### src/rtl/pidd_pkg.sv
// Shared constants, register indexes and saturation helper for the PID delta unit.
package pidd_pkg;

  localparam int DATA_W    = 32;                  // Q16.16 data word
  localparam int FRAC_BITS = 16;                  // fraction bits of every Q value
  localparam int LIM_W     = DATA_W - 1;          // unsigned bounds and limits
  localparam int WIDE_W    = 2 * DATA_W - FRAC_BITS;  // product after the fraction shift
  localparam int IDX_W     = 4;                   // config index width
  localparam int ACC_W     = DATA_W + 4;          // exact sum of up to four data words

  // Config register indexes
  localparam logic [IDX_W-1:0] REG_CONTROL_MODE   = IDX_W'(0);
  localparam logic [IDX_W-1:0] REG_PROP_GAIN      = IDX_W'(1);
  localparam logic [IDX_W-1:0] REG_INTEG_GAIN     = IDX_W'(2);
  localparam logic [IDX_W-1:0] REG_DERIV_GAIN     = IDX_W'(3);
  localparam logic [IDX_W-1:0] REG_INTEGRAL_BOUND = IDX_W'(4);
  localparam logic [IDX_W-1:0] REG_OUTPUT_LIMIT   = IDX_W'(5);
  localparam logic [IDX_W-1:0] REG_ERROR_GATE     = IDX_W'(6);
  localparam logic [IDX_W-1:0] REG_DEAD_BAND      = IDX_W'(7);

  // Control modes
  localparam logic MODE_POSITIONAL  = 1'b0;
  localparam logic MODE_INCREMENTAL = 1'b1;

  // Saturate a wide signed value to the data word.
  function automatic logic signed [DATA_W-1:0] sat_wide(input logic signed [WIDE_W-1:0] v);
    logic [WIDE_W-DATA_W:0] top;
    top = v[WIDE_W-1:DATA_W-1];
    if (top == '0 || top == '1) begin
      return v[DATA_W-1:0];
    end else if (v[WIDE_W-1]) begin
      return {1'b1, {(DATA_W-1){1'b0}}};
    end else begin
      return {1'b0, {(DATA_W-1){1'b1}}};
    end
  endfunction

endpackage

### src/rtl/pidd_gain_mult.sv
// Two-stage gain multiplier: signed product, floor shift by the fraction bits, saturate.
module pidd_gain_mult (
  input  logic                                 clk,
  input  logic                                 en,
  input  logic signed [pidd_pkg::DATA_W-1:0]   gain,
  input  logic signed [pidd_pkg::DATA_W-1:0]   operand,
  output logic signed [pidd_pkg::DATA_W-1:0]   result
);

  logic signed [2*pidd_pkg::DATA_W-1:0] product;

  // stage 1: exact product
  always_ff @(posedge clk) begin
    if (en) begin
      product <= (2*pidd_pkg::DATA_W)'(gain) * (2*pidd_pkg::DATA_W)'(operand);
    end
  end

  // stage 2: dropping the fraction bits of a two's complement value is a floor
  always_ff @(posedge clk) begin
    if (en) begin
      result <= pidd_pkg::sat_wide(product[2*pidd_pkg::DATA_W-1:pidd_pkg::FRAC_BITS]);
    end
  end

endmodule

### config.mk
export PLATFORM = sky130hd
export DESIGN_NAME = pidd_gain_mult
export DESIGN_NICKNAME = d
export VERILOG_FILES = /design/src/rtl/pidd_pkg.sv /design/src/rtl/pidd_gain_mult.sv
export SDC_FILE = /design/constraint.sdc
export NUM_CORES = 2
export LEC_CHECK = 0
export BUFFER_PORTS_ARGS = -buffer_cell sky130_fd_sc_hd__clkbuf_2
export CELL_PAD_IN_SITES_DETAIL_PLACEMENT = 1
export CELL_PAD_IN_SITES_GLOBAL_PLACEMENT = 1
export CORE_MARGIN = 3
export CORE_UTILIZATION = 53
export DETAILED_ROUTE_END_ITERATION = 10
export GPL_ROUTABILITY_DRIVEN = 0
export GPL_TIMING_DRIVEN = 1
export PLACE_DENSITY = 0.91
export SLEW_MARGIN = 20
export SYNTH_ARGS = -nofsm -noshare
export SYNTH_HDL_FRONTEND = slang
export SYNTH_SLANG_ARGS = --single-unit
### constraint.sdc
create_clock -name clk -period 12.1 [get_ports clk]
set_clock_uncertainty 0.2 [all_clocks]
set_input_delay 2.42 -clock clk [delete_from_list [all_inputs] [get_ports clk]]
set_output_delay 2.42 -clock clk [all_outputs]
set_load 0.005 [all_outputs]
==> results.json <==
{
  "r2r_end": "result[12]",
  "cts_hold_buf": 0,
  "rows": 98,
  "cp.arrival_ns": 11.02,
  "ys_seq_elements": 80,
  "cts_resized": 0,
  "fp.dieW_um": 275,
  "cap_violations": 0,
  "place_hpwl_um": 108000,
  "synth_top_area_share_pct": 56.4,
  "async_flop_share_pct": 0,
  "route.detailed.vias_per_inst": 5.96,
  "cts_tree": "yes",
  "required_ns": 11.97,
  "mostFrequentLayoutCell": "fa_1",
  "period_needed_ns": 11.14,
  "syn_area_per_cell_um2": 9.74,
  "cp-startpoint": "operand[5]",
  "crit_slowest_cell": "fa_1",
  "rr_worst_depth": 5,
  "wl_um": 133000,
  "grt_overflow": 0,
  "max_freq_mhz": 89.7,
  "cp_top_family": "adder cells",
  "met1_length_um": 38700,
  "vias": 28700,
  "rsz0062_at_grt": "false",
  "yosysTopAreaCell": "fa_1",
  "synth_edf_count": 80,
  "firstDrtPassIters": 5,
  "r2r_slack_ns": 9.73,
  "status": "finished, final reports clean",
  "grt_pass1_wl_um": 204000,
  "die_y_um": 275,
  "drc": 0,
  "cts_root_buffer": "clkbuf_16",
  "synthFlopType": "edfxtp_1",
  "grt_max_degree": 75,
  "grt_pass1_vias": 36000,
  "final.setup.tns_ns": 0,
  "start_util_pct": 53.6,
  "fin_crit_sh_pct": 92.1,
  "drtIter0Drc": 1865,
  "dieArea_mm2": 0.0757,
  "slowest_delay_ns": 0.85,
  "synthTopCellsByArea": "fa_1, inv_1, and2_1, edfxtp_1, ha_1",
  "cts_max_path_buffers": 2,
  "grt_use_total_pct": 36.6,
  "drv_slew": 0,
  "ios": 98,
  "hp-class": "reg2reg",
  "place_ws_ns": 0.647,
  "cts_setup_buffers": 0,
  "ys_warn_count": 0,
  "cts_sinks": 80,
  "synth_cell_types": 55,
  "ant_nets": 0,
  "port_buffers": 97,
  "cp.buffers_inverters": 8,
  "cp-end-kind": "flip-flop",
  "path_class": "in2reg",
  "nets": 5185,
  "rr_startpoint": "product[47]",
  "drt-wirelength-per-cell_um": 27.7,
  "syn_nets": 5269,
  "syn_area_mm2": 0.0384,
  "cp_num_cells": 27,
  "dr_wl_met3_um": 9470,
  "layout_common_cells": "fa_1, inv_1, and2_1",
  "slew_headroom_pct": 21.2,
  "antenna_found_initial": 3,
  "endpoint": "product[61]",
  "worstPathMaxFanout": 32,
  "drive_above_1_share_pct": 3.70,
  "start_kind": "input pin",
  "synthCells": 3942,
  "path_clk_slew_ns": 0.06,
  "area_growth_pct": 3.52,
  "maxUsedRoutingLayer": "met5",
  "finalSetupViolations": 0,
  "core_mm2": 0.0716,
  "design_area_mm2": 0.0397,
  "numCtsBuffers": 9,
  "ys_seq_area_share_pct": 6.26,
  "htreeDepth": 3,
  "wl_met2_um": 68100,
  "dpl-instance-area_mm2": 0.0394,
  "tightest_slew_ns": 1.18,
  "cp_common_cell": "fa_1",
  "fin_ws_ns": 0.955,
  "hold_viol_final": 0,
  "final_core_util_pct": 55.5,
  "clkLatencyLatePin_ns": 0.34
}
## layout make-up
cell class / count / area (µm²)
flip-flops and latches: 80 / 2400
clock buffers: 9 / 225
multi-input cells: 2662 / 31500
diodes: 4 / 10.0
fillers: 7992 / 31900
clock inverters: 6 / 85.1
well taps: 950 / 1190
inverters: 988 / 3710
repair buffers: 117 / 638
## worst min path at each step
stage / slack [ns] / start / end / depth (start not counted)
6_report: 0.37 / product[63] / result[31] / 0
5_1_grt: 0.41 / product[63] / result[31] / 0
4_1_cts: 0.38 / product[63] / result[31] / 0
3_5_place_dp: 0.37 / product[63] / result[31] / 0
3_3_place_gp: 0.38 / product[63] / result[31] / 0
2_1_floorplan: 0.34 / product[63] / result[31] / 1
## sequential cells by signal (all words and copies together) (netlist names)
signal   flops
result      32
product     48
## cell usage after synthesis, drive strengths merged (2+ instances only)
library cell,number
nand3,8
o21ai,63
a221oi,3
nor4,5
nor2b,3
and2,511
clkbuf,206
xor2,21
a31oi,12
buf,6
nand4b,3
xnor2,39
or2,2
o21bai,6
a21o,48
nor3,4
fa,1081
o21ba,2
nand2,506
nor3b,2
edfxtp,80
o31a,2
o2111ai,2
ha,180
o211ai,2
and3,8
nor2,51
inv,988
nand2b,8
nand4,20
a21oi,46
a211oi,3
o21a,8
or3,2
## metal layers
metal  global-route usage [%]  vias to the layer above
met5                        0                        -
met4                     37.7                        2
met3                     7.17                      962
met2                     63.7                     1813
met1                     35.3                    14800
li1                         -                    11100
## metrics by stage
stage | cells | hold WS, ns
after detailed placement | 4797 | 0.368
final | 4816 | 0.374
after CTS | 4812 | 0.382
after global routing | 4812 | 0.406
after floorplan | 3942 | 0.339
after global placement | 4797 | 0.384
## logic make-up (layout without fill, tap and decap cells)
logic type / after synthesis / count (layout) / synth area share [%]
buffers and inverters: 1200 / 1120 / 11.8
AO/OA/AOI/OAI: 204 / 204 / 3.43
other: 0 / 4 / 0
adder cells (fa/ha/maj): 1261 / 1261 / 62.2
XOR/XNOR: 60 / 60 / 1.37
AND/OR/NAND/NOR: 1137 / 1137 / 14.9
flip-flops: 80 / 80 / 6.26
Power is left out: the tool's default activity adds up to more than one toggle a clock period on the data nets, which glitch-free logic cannot reach.
